**config.mk**
```make
export PLATFORM = sky130hd
export DESIGN_NAME = min_max_height_level_classifier
export DESIGN_NICKNAME = d
export VERILOG_FILES = /design/src/hw/rtl/mmhlc_pkg.sv /design/src/hw/rtl/mmhlc_ctrl.sv /design/src/hw/rtl/mmhlc_datapath.sv /design/src/hw/rtl/min_max_height_level_classifier.sv
export SDC_FILE = /design/constraint.sdc
export NUM_CORES = 1
export LEC_CHECK = 0
export ABC_AREA = 1
export BUFFER_PORTS_ARGS = -buffer_cell sky130_fd_sc_hd__buf_2
export CAP_MARGIN = 20
export CORE_MARGIN = 3
export CORE_UTILIZATION = 50
export CTS_CLUSTER_DIAMETER = 40
export DETAILED_ROUTE_END_ITERATION = 8
export PLACE_DENSITY = 0.73
export SLEW_MARGIN = 25
export SYNTH_ARGS = -nofsm -noshare
export SYNTH_HDL_FRONTEND = slang
export SYNTH_HIERARCHICAL = 1
export SYNTH_SLANG_ARGS = --single-unit
```
**constraint.sdc**
```tcl
create_clock -name clk -period 6.4 [get_ports clk]
set_input_delay 0.64 -clock clk [delete_from_list [all_inputs] [get_ports clk]]
set_output_delay 0.64 -clock clk [all_outputs]
set_load 0.01 [all_outputs]
```
**src/hw/rtl/mmhlc_pkg.sv**
```systemverilog
// shared types, constants and helpers for the min/max height level classifier
package mmhlc_pkg;

    localparam int HEIGHT_BITS_DEF = 16;
    localparam int SCALE_BITS      = 10;
    localparam int SCALE           = 1000;
    localparam int UNIT_SPAN       = 16;
    localparam int LEVEL_COUNT     = 7;
    localparam int LEVEL_BITS      = 3;

    localparam logic ACT_SCAN     = 1'b0;
    localparam logic ACT_CLASSIFY = 1'b1;

    typedef enum logic [1:0] {
        ST_IDLE,
        ST_SPAN,
        ST_SCALE,
        ST_COMPARE
    } ctrl_state_t;

    typedef struct packed {
        logic scan;
        logic capture;
        logic stage_span;
        logic stage_scale;
        logic load_out;
    } dp_cmd_t;

    // level thresholds in thousandths of the span
    function automatic logic [SCALE_BITS-1:0] level_mark(input logic [LEVEL_BITS-1:0] idx);
        logic [SCALE_BITS-1:0] mark;
        unique case (idx)
            3'd0:    mark = 10'd50;
            3'd1:    mark = 10'd150;
            3'd2:    mark = 10'd300;
            3'd3:    mark = 10'd550;
            3'd4:    mark = 10'd700;
            3'd5:    mark = 10'd850;
            3'd6:    mark = 10'd950;
            default: mark = '0;
        endcase
        return mark;
    endfunction

endpackage

```
**src/hw/rtl/mmhlc_ctrl.sv**
```systemverilog
// sequencing controller: input handshake, classify steps and output register valid
module mmhlc_ctrl
    import mmhlc_pkg::*;
(
    input  logic    clk,
    input  logic    rst_n,
    input  logic    in_valid,
    input  logic    action,
    output logic    in_stall,
    output logic    out_valid,
    input  logic    out_stall,
    output dp_cmd_t cmd
);

    ctrl_state_t state_reg;
    ctrl_state_t state_next;
    logic        out_valid_reg;
    logic        out_valid_next;
    logic        in_take;
    logic        out_free;

    assign in_stall = (state_reg != ST_IDLE);
    assign in_take  = in_valid && !in_stall;
    assign out_free = !out_valid_reg || !out_stall;

    always_comb
    begin
        state_next = state_reg;
        unique case (state_reg)
            ST_IDLE:
            begin
                if (in_take && (action == ACT_CLASSIFY))
                begin
                    state_next = ST_SPAN;
                end
            end
            ST_SPAN:
            begin
                state_next = ST_SCALE;
            end
            ST_SCALE:
            begin
                state_next = ST_COMPARE;
            end
            ST_COMPARE:
            begin
                if (out_free)
                begin
                    state_next = ST_IDLE;
                end
            end
            default:
            begin
                state_next = ST_IDLE;
            end
        endcase
    end

    always_comb
    begin
        cmd = '0;
        unique case (state_reg)
            ST_IDLE:
            begin
                cmd.scan    = in_take && (action == ACT_SCAN);
                cmd.capture = in_take && (action == ACT_CLASSIFY);
            end
            ST_SPAN:
            begin
                cmd.stage_span = 1'b1;
            end
            ST_SCALE:
            begin
                cmd.stage_scale = 1'b1;
            end
            ST_COMPARE:
            begin
                cmd.load_out = out_free;
            end
            default:
            begin
                cmd = '0;
            end
        endcase
    end

    always_comb
    begin
        out_valid_next = out_valid_reg;
        if (cmd.load_out)
        begin
            out_valid_next = 1'b1;
        end
        else if (out_valid_reg && !out_stall)
        begin
            out_valid_next = 1'b0;
        end
    end

    always_ff @(posedge clk or negedge rst_n)
    begin
        if (!rst_n)
        begin
            state_reg     <= ST_IDLE;
            out_valid_reg <= 1'b0;
        end
        else
        begin
            state_reg     <= state_next;
            out_valid_reg <= out_valid_next;
        end
    end

    assign out_valid = out_valid_reg;

endmodule

```
**src/hw/rtl/mmhlc_datapath.sv**
```systemverilog
// datapath: running min/max, span and offset, scaled compares, level count
module mmhlc_datapath
    import mmhlc_pkg::*;
#(
    parameter int HEIGHT_BITS = HEIGHT_BITS_DEF
)
(
    input  logic                   clk,
    input  logic                   rst_n,
    input  dp_cmd_t                cmd,
    input  logic [HEIGHT_BITS-1:0] height,
    input  logic                   first,
    output logic [LEVEL_BITS-1:0]  material
);

    localparam int PW = HEIGHT_BITS + SCALE_BITS;

    logic [HEIGHT_BITS-1:0] lowest_reg;
    logic [HEIGHT_BITS-1:0] lowest_next;
    logic [HEIGHT_BITS-1:0] highest_reg;
    logic [HEIGHT_BITS-1:0] highest_next;
    logic [HEIGHT_BITS-1:0] height_reg;
    logic [HEIGHT_BITS-1:0] diff_reg;
    logic [HEIGHT_BITS-1:0] diff_next;
    logic [HEIGHT_BITS-1:0] span_reg;
    logic [HEIGHT_BITS-1:0] span_next;
    logic                   below_reg;
    logic                   below_next;
    logic                   below_s2_reg;
    logic [PW-1:0]          scaled_reg;
    logic [PW-1:0]          scaled_next;
    logic [PW-1:0]          mark_reg [LEVEL_COUNT];
    logic [PW-1:0]          mark_next [LEVEL_COUNT];
    logic [LEVEL_BITS-1:0]  material_reg;
    logic [LEVEL_BITS-1:0]  material_next;

    // running minimum and maximum
    always_comb
    begin
        lowest_next  = lowest_reg;
        highest_next = highest_reg;
        if (cmd.scan)
        begin
            if (first)
            begin
                lowest_next  = height;
                highest_next = height;
            end
            else
            begin
                if (height < lowest_reg)
                begin
                    lowest_next = height;
                end
                if (height > highest_reg)
                begin
                    highest_next = height;
                end
            end
        end
    end

    always_ff @(posedge clk or negedge rst_n)
    begin
        if (!rst_n)
        begin
            lowest_reg  <= '1;
            highest_reg <= '0;
        end
        else
        begin
            lowest_reg  <= lowest_next;
            highest_reg <= highest_next;
        end
    end

    // flat or empty range falls back to a span of UNIT_SPAN (16)
    always_comb
    begin
        below_next = (height_reg < lowest_reg);
        diff_next  = height_reg - lowest_reg;
        if (highest_reg > lowest_reg)
        begin
            span_next = highest_reg - lowest_reg;
        end
        else
        begin
            span_next = HEIGHT_BITS'(UNIT_SPAN);
        end
    end

    // constant multiples only: shift-add products
    always_comb
    begin
        scaled_next = PW'(diff_reg) * PW'(SCALE);
        for (int i = 0; i < LEVEL_COUNT; i++)
        begin
            mark_next[i] = PW'(span_reg) * PW'(level_mark(LEVEL_BITS'(i)));
        end
    end

    always_comb
    begin
        material_next = '0;
        for (int i = 0; i < LEVEL_COUNT; i++)
        begin
            if (scaled_reg >= mark_reg[i])
            begin
                material_next = material_next + LEVEL_BITS'(1);
            end
        end
        if (below_s2_reg)
        begin
            material_next = '0;
        end
    end

    always_ff @(posedge clk)
    begin
        if (cmd.capture)
        begin
            height_reg <= height;
        end
        if (cmd.stage_span)
        begin
            below_reg <= below_next;
            diff_reg  <= diff_next;
            span_reg  <= span_next;
        end
        if (cmd.stage_scale)
        begin
            below_s2_reg <= below_reg;
            scaled_reg   <= scaled_next;
            for (int i = 0; i < LEVEL_COUNT; i++)
            begin
                mark_reg[i] <= mark_next[i];
            end
        end
        if (cmd.load_out)
        begin
            material_reg <= material_next;
        end
    end

    assign material = material_reg;

endmodule

```
**src/hw/rtl/min_max_height_level_classifier.sv**
```systemverilog
// top level of the min/max height level classifier
//
// input channel (in_valid/in_stall) carries action, height and first. a scan
// transaction (action 0) folds height into the running minimum and maximum,
// or restarts both from height when first is set; it gives no result and the
// block takes the next transaction in the following cycle.
// a classify transaction (action 1) gives one material on the output channel
// (out_valid/out_stall): the height offset from the minimum times 1000 is
// compared against seven threshold multiples of the span.
// a classify passes through each step in turn from acceptance to
// out_valid; the next transaction is taken once the result sits in the
// output register, so classify items do not overlap in the three-step compare
// sequence (span, scale, compare) in the shared datapath; scans run at one
// per cycle while no classify is in progress.
// the output register holds a result while out_stall is high; a new classify
// may be accepted meanwhile and then waits in its last step for the slot.
// reset clears the sequencer and output valid, sets the minimum to all ones
// and the maximum to zero, so a classify before any scan uses a span of 16.
module min_max_height_level_classifier
    import mmhlc_pkg::*;
#(
    parameter int HEIGHT_BITS = HEIGHT_BITS_DEF
)
(
    input  logic                   clk,
    input  logic                   rst_n,
    input  logic                   in_valid,
    output logic                   in_stall,
    input  logic                   action,
    input  logic [HEIGHT_BITS-1:0] height,
    input  logic                   first,
    output logic                   out_valid,
    input  logic                   out_stall,
    output logic [LEVEL_BITS-1:0]  material
);

    dp_cmd_t cmd;

    mmhlc_ctrl u_ctrl (
        .clk       (clk),
        .rst_n     (rst_n),
        .in_valid  (in_valid),
        .action    (action),
        .in_stall  (in_stall),
        .out_valid (out_valid),
        .out_stall (out_stall),
        .cmd       (cmd)
    );

    mmhlc_datapath #(
        .HEIGHT_BITS (HEIGHT_BITS)
    ) u_datapath (
        .clk      (clk),
        .rst_n    (rst_n),
        .cmd      (cmd),
        .height   (height),
        .first    (first),
        .material (material)
    );

`ifndef SYNTHESIS
    // a scan never blocks the next transaction
    a_scan_single_cycle: assert property (@(posedge clk) disable iff (!rst_n)
        (in_valid && !in_stall && (action == ACT_SCAN)) |=> !in_stall)
        else $error("input stalled after a scan transaction");

    // classify occupies the sequencer for its compare steps
    a_classify_busy: assert property (@(posedge clk) disable iff (!rst_n)
        (in_valid && !in_stall && (action == ACT_CLASSIFY)) |=> in_stall ##1 in_stall)
        else $error("input accepted during classify sequence");

    // a new result appears only at the end of a classify sequence
    a_result_from_classify: assert property (@(posedge clk) disable iff (!rst_n)
        $rose(out_valid) |-> $past(in_stall))
        else $error("result produced outside a classify sequence");
`endif

endmodule
```
==> out/metrics.yaml, run 1 <==
synthesis.instances: 3186
hold_slack_ns: 0.122
die-width_um: 249
placement.setup.worst_slack_ns: 1.21
timing.critical_path.to_type: "register"
globalRouteOverflowTotal: 0
clock_sink_count: 241
syn_area_per_cell_um2: 9.24
drt-vias-per-instance: 5.34
synth_warnings: 6
hold_viol: 0
critPathTopFamily: "adder cells"
ys.flop_type: "sky130_fd_sc_hd__edfxtp_1"
pin_count_of_the_biggest_net_entering_global_routing: 153
setup-violations-final: 0
synth_enable_flop_cells: 206
synth.mux.area_fraction_pct: 0
routed-via-count: 21740
first_pass_grt_wire_length_um: 121000
largest_register_ff_count: 130
status: "complete, no violations"
post-route-min-period_ns: 5.38
place.gp.congestion: 0.938
critPathBufInv: 4
ctsHtreeMaxLevel: 2
die_area_um2: 61800
timing.setup.critical_path_class: "register to register"
post_synth_num_cell_types: 57
cts_root_buffer: "sky130_fd_sc_hd__clkbuf_16"
synthXorXnorAreaFrac_pct: 4.49
startpoint_type: "register"
most_common_library_cell_in_the_layout_ignoring_fill_and_taps: "sky130_fd_sc_hd__inv_1"
final_period_utilization_pct: 84.0
floorplan.rows: 88
ctsHoldBuffers: 0
clkTransAtPathRegs_ns: 0.05
postSynthRegisterBits: 241
fin_util_pct: 55.6
timing.final.max_slew_violations: 0
largest_stage_delay_on_the_critical_path_ns: 0.72
mappedNetlistArea_um2: 29400
timing.final.ws_setup_ns: 1.02
crit_path_top_delay_cell: "sky130_fd_sc_hd__edfxtp_1"
ioPinCount: 27
totalNegativeSetupSlack_ns: 0
cts_made_buffers: 47
timing.slew.headroom_pct: 31.5
dominant_combinational_cell_family_by_area_after_synthesis: "adder cells"
synthAdderAreaFrac_pct: 41.8
clk_latency_ns: 0.61
seq_area_frac_synth_pct: 24.0
number_of_global_route_vias_before_repair: 21918
syn_nets: 4032
ff2ff_setup_slack_ns: 1.02
grt.total_usage_pct: 25.3
initial_core_util_pct: 50.7
detail_route.wirelength_um: 77100
clock.fmax_ghz: 0.186
area_growth_syn_to_layout_pct: 9.60
drt_drc_violations_left: 0
postRouteAntennaNets: 0
worst-endpoint-required_ns: 6.70
synth_simple_gate_area_share_pct: 10.3
ctsLongestPathBuffers: 3
timing.critical_path.cells: "inv_1 > fa_1 > fa_1 > inv_1 > fa_1 > inv_1 > fa_1 > inv_1 > ha_1 > a21oi_1 > nand3_1 > nand3_1 > nand2_1 > nand2_1 > nand2_1 > a21o_2 > nand2_1 > nand2_1 > nand2_1 > nand2_1 > xor2_1"
worst_clock_skew_ns: 0.0597
tritoncts: "done"
max_slew.worst_pin.slew_ns: 1.03
nNetsFinal: 4113
ctsResizeCount: 0
path_common_cell: "sky130_fd_sc_hd__nand2_1"
synth-async-reset-ratio_pct: 14.5
synth_compound_area_share_pct: 9.15
placement.io_buffers: 26
rsz_0062_raised_after_global_routing: "no"
mostFrequentLayoutCells: "783 x sky130_fd_sc_hd__inv_1, 556 x sky130_fd_sc_hd__ha_1, 403 x sky130_fd_sc_hd__nand2_1"
max_cap_viol_count: 0
place_hpwl_um: 63700
drt_iter0_drc: 1634
critPathMaxFanout: 10
setup_buffers_after_cts: 0
timing.hold.worst.class: "input pin to async pin"
routedWlPerCell_um: 18.9
critical_path_arrival_ns: 5.68
final_layout_size_suffix_gt1_share_pct: 6.02
chip_height_um: 249
drtPass1Iterations: 6
grt_antenna_before_repair: 2
core_outline_area_um2: 58000
[worst paths after layout]
| check | from | to | cells after the start |
|---|---|---|---|
| worst max-delay path | u_datapath/span_reg[3] | u_datapath/mark_reg[6][22] | 21 |
| worst min-delay path | rst_n | u_datapath/highest_reg[14] | 1 |
| worst max register to register | u_datapath/span_reg[3] | u_datapath/mark_reg[6][22] | 21 |
| worst min register to register | u_datapath/below_reg | u_datapath/below_s2_reg | 0 |
| max in group asynchronous | rst_n | u_datapath/highest_reg[4] | 1 |
| min in group clk | out_stall | u_ctrl/out_valid | 3 |
[cell families (layout without fill, tap and decap cells)]
family	after synthesis	after routing
AOI/OAI and AO/OA	471	471
adders and majority gates	824	824
DFF	241	241
and+or+nand+nor	702	702
xor gates and xnor gates	150	150
buffers and inverters	798	917
other	0	1
[Yosys cell counts, drive strengths merged, types with 6 or more instances]
cell type / number / area share (%)
inv: 788 / 10
nor3: 19 / 0.34
ha: 557 / 24
o211ai: 14 / 0.37
dfrtp: 19 / 1.6
a31oi: 18 / 0.38
fa: 267 / 18
o21ai: 124 / 2.2
o21bai: 8 / 0.22
nor2: 125 / 1.7
o31ai: 7 / 0.18
a21boi: 6 / 0.18
or2: 6 / 0.13
a21o: 19 / 0.49
xor2: 107 / 3.2
dfstp: 16 / 1.4
edfxtp: 206 / 21
nor4: 7 / 0.15
o21a: 10 / 0.25
xnor2: 43 / 1.3
nand2: 416 / 5.5
nand3: 88 / 1.6
clkbuf: 7 / 0.089
a21oi: 243 / 4.2
nand4: 33 / 0.70
a211oi: 9 / 0.23
[metrics by stage]
stage          cell area [um2]  std cells
6_report                 32300       4071
5_1_grt                  32300       4071
4_1_cts                  32300       4070
3_5_place_dp             30600       3983
3_3_place_gp             30600       3983
2_1_floorplan            29400       3186
[routing by layer]
layer / up-vias / wire length (um) / global-route usage [%]
li1: 10537 / - / -
met2: 700 / 34300 / 40.1
met4: 0 / 3410 / 10.1
met5: - / 0 / 0
met3: 177 / 5840 / 4.46
met1: 10326 / 33600 / 34.5
[area by class of cell]
| type | count | area [um2] |
|---|---|---|
| fill | 5046 | 25800 |
| multi-input combinational | 2147 | 19400 |
| sequential | 241 | 7080 |
| inverter | 789 | 2960 |
| clock buffer | 56 | 1240 |
| tap | 765 | 957 |
| clock inverter | 31 | 403 |
| timing repair buffer | 41 | 255 |
| antenna | 1 | 2.50 |
Power of run 1 is not shown: default switching activity piles up to over one toggle a cycle in this logic, so the estimate is an artifact.
==> run 2, diff against run 1 <==
==> constraint.sdc (replaced) <==
create_clock -name clk -period 5.55 [get_ports clk]
set_input_delay 0.555 -clock clk [delete_from_list [all_inputs] [get_ports clk]]
set_output_delay 0.555 -clock clk [all_outputs]
set_load 0.01 [all_outputs]
==> out/metrics.yaml, run 2 (synthesis results as in run 1) <==
floorplan.rows: 88  # unchanged
worst_clock_skew_ns: 0.0316  # -0.0281 ns
max_slew.worst_pin.slew_ns: 0.994  # -0.0324 ns
antennaDiodeCount: 0  # -1
critPathMaxFanout: 12  # +2
placement.io_buffers: 26  # unchanged
r2r_cells: 15  # -29%
ctsResizeCount: 0  # unchanged
clkTransAtPathRegs_ns: 0.05  # about the same
timing.setup.critical_path_class: "register to register"
startpoint_type: "register"
timing.final.max_slew_violations: 0  # unchanged
worst-endpoint-required_ns: 5.89  # -0.81 ns
clk_latency_ns: 0.60  # about the same
clock_sink_count: 241  # unchanged
routedWlPerCell_um: 19.4  # +2.6%
first_pass_grt_wire_length_um: 124000  # +2.3%
ctsLongestPathBuffers: 3  # unchanged
critical_path_arrival_ns: 5.39  # -0.29 ns
ff2ff_setup_slack_ns: 0.50  # -0.52 ns
largest_register_ff_count: 130  # unchanged
timing.critical_path.to_type: "register"
routed-via-count: 21934  # +0.89%
number_of_global_route_vias_before_repair: 21889  # -0.13%
status: "complete, no violations"
die_area_um2: 61800  # unchanged
final_period_utilization_pct: 90.9  # +6.9 points
grt.total_usage_pct: 26.0  # +0.70 points
nNetsFinal: 4132  # +0.46%
die-width_um: 249  # unchanged
crit_path_top_delay_cell: "sky130_fd_sc_hd__edfxtp_1"
post-route-min-period_ns: 5.05  # -0.331 ns
globalRouteOverflowTotal: 0  # unchanged
postRouteAntennaNets: 0  # unchanged
mostFrequentLayoutCells: "783 x sky130_fd_sc_hd__inv_1, 556 x sky130_fd_sc_hd__ha_1, 403 x sky130_fd_sc_hd__nand2_1"
totalNegativeSetupSlack_ns: 0  # unchanged
drt-vias-per-instance: 5.36  # +0.37%
critPathTopFamily: "adder cells"
path_common_cell: "sky130_fd_sc_hd__fa_1"
final_layout_size_suffix_gt1_share_pct: 6.64  # +0.62 points
pin_count_of_the_biggest_net_entering_global_routing: 104  # -32%
place_hpwl_um: 66700  # +4.6%
tritoncts: "done"
max_cap_viol_count: 0  # unchanged
setup_buffers_after_cts: 0  # unchanged
critPathBufInv: 2  # -2
timing.slew.headroom_pct: 33.5  # +2.0 points
timing.critical_path.cells: "fa_1 > fa_1 > fa_1 > inv_1 > fa_1 > inv_1 > ha_1 > a21o_1 > a31oi_1 > o21ai_2 > a21oi_1 > o21ai_1 > nand3_1 > nand2_1 > xor2_1"
clock.fmax_ghz: 0.198  # +6.6%
timing.critical_path.depth: 15  # -29%
hold_viol: 0  # unchanged
grt_antenna_before_repair: 0  # -2
cts_root_buffer: "sky130_fd_sc_hd__clkbuf_16"
number_of_fill_cells: 5043  # -0.059%
most_common_library_cell_in_the_layout_ignoring_fill_and_taps: "sky130_fd_sc_hd__inv_1"
ctsHtreeMaxLevel: 2  # unchanged
detail_route.wirelength_um: 79500  # +3.2%
ioPinCount: 27  # unchanged
core_outline_area_um2: 58000  # unchanged
drt_iter0_drc: 1932  # +18%
rsz_0062_raised_after_global_routing: "no"
area_growth_syn_to_layout_pct: 10.1
cts_made_buffers: 49  # +4.3%
chip_height_um: 249  # unchanged
timing.hold.worst.class: "input pin to async pin"
ctsHoldBuffers: 0  # unchanged
drt_drc_violations_left: 0  # unchanged
hold_slack_ns: 0.0438  # -0.0781 ns
drtPass1Iterations: 6  # unchanged
place.gp.congestion: 1.02  # +8.4%
initial_core_util_pct: 50.7  # unchanged
largest_stage_delay_on_the_critical_path_ns: 0.76  # +0.04 ns
setup-violations-final: 0  # unchanged
[run 2: changes by cell type in the layout (fill, tap and decap cells not counted), moves of 4 or more]
| cell | change |
|---|---|
| sky130_fd_sc_hd__buf_4 | +17 |
| sky130_fd_sc_hd__clkbuf_1 | -5 |
| sky130_fd_sc_hd__clkinv_1 | +5 |
| sky130_fd_sc_hd__clkinv_4 | +5 |
| sky130_fd_sc_hd__clkinv_8 | -4 |
| sky130_fd_sc_hd__clkinvlp_4 | +4 |
| sky130_fd_sc_hd__inv_6 | +5 |
| sky130_fd_sc_hd__inv_8 | -7 |
[run 2: area by class of cell]
type	count	area, um2	area share [%]
multi-input combinational	2147	19400	59.8
sequential	241	7080	21.8
inverter	789	2960	9.14
clock buffer	51	1230	3.81
tap	765	957	2.95
clock inverter	41	430	1.33
timing repair buffer	58	383	1.18
[run 2: worst paths after layout]
| kind | startpoint | endpoint |
|---|---|---|
| setup / recovery | u_datapath/span_reg[0] | u_datapath/mark_reg[6][19] |
| hold / removal | rst_n | u_ctrl/out_valid |
| setup reg to reg | u_datapath/span_reg[0] | u_datapath/mark_reg[6][19] |
| hold reg to reg | u_datapath/below_reg | u_datapath/below_s2_reg |
| max in group asynchronous | rst_n | u_datapath/highest_reg[1] |
| min in group clk | out_stall | u_ctrl/out_valid |
[run 2: through the flow]
step                setup WS [ns]  area [um2]  cells  util (%)
detailed placement          0.602       30800   4000      53.0
CTS                         0.471       32400   4092      55.9
finish                      0.502       32400   4092      55.9
floorplan                   0.931       29400   3186         -
global placement            0.665       30800   4000      53.0
global route                0.214       32400   4092      55.9
[run 2: routing by layer]
layer	share of wire, %	vias to the layer above	global-route usage, %
li1	-	10572	-
met1	44	10486	36.0
met2	45	723	41.5
met3	7.1	153	3.90
met4	4.0	0	9.29
met5	0	-	0
[run 2: worst register-to-register path, delay by kind of cell (launching register included)]
kind | cells | cell delay [ns]
xor gates and xnor gates | 1 | 0.14
DFF | 1 | 0.76
AOI/OAI and AO/OA | 5 | 1.05
buffers and inverters | 2 | 0.10
and+or+nand+nor | 2 | 0.16
adders and majority gates | 5 | 2.60
Power of run 2 is left out for the same reason.
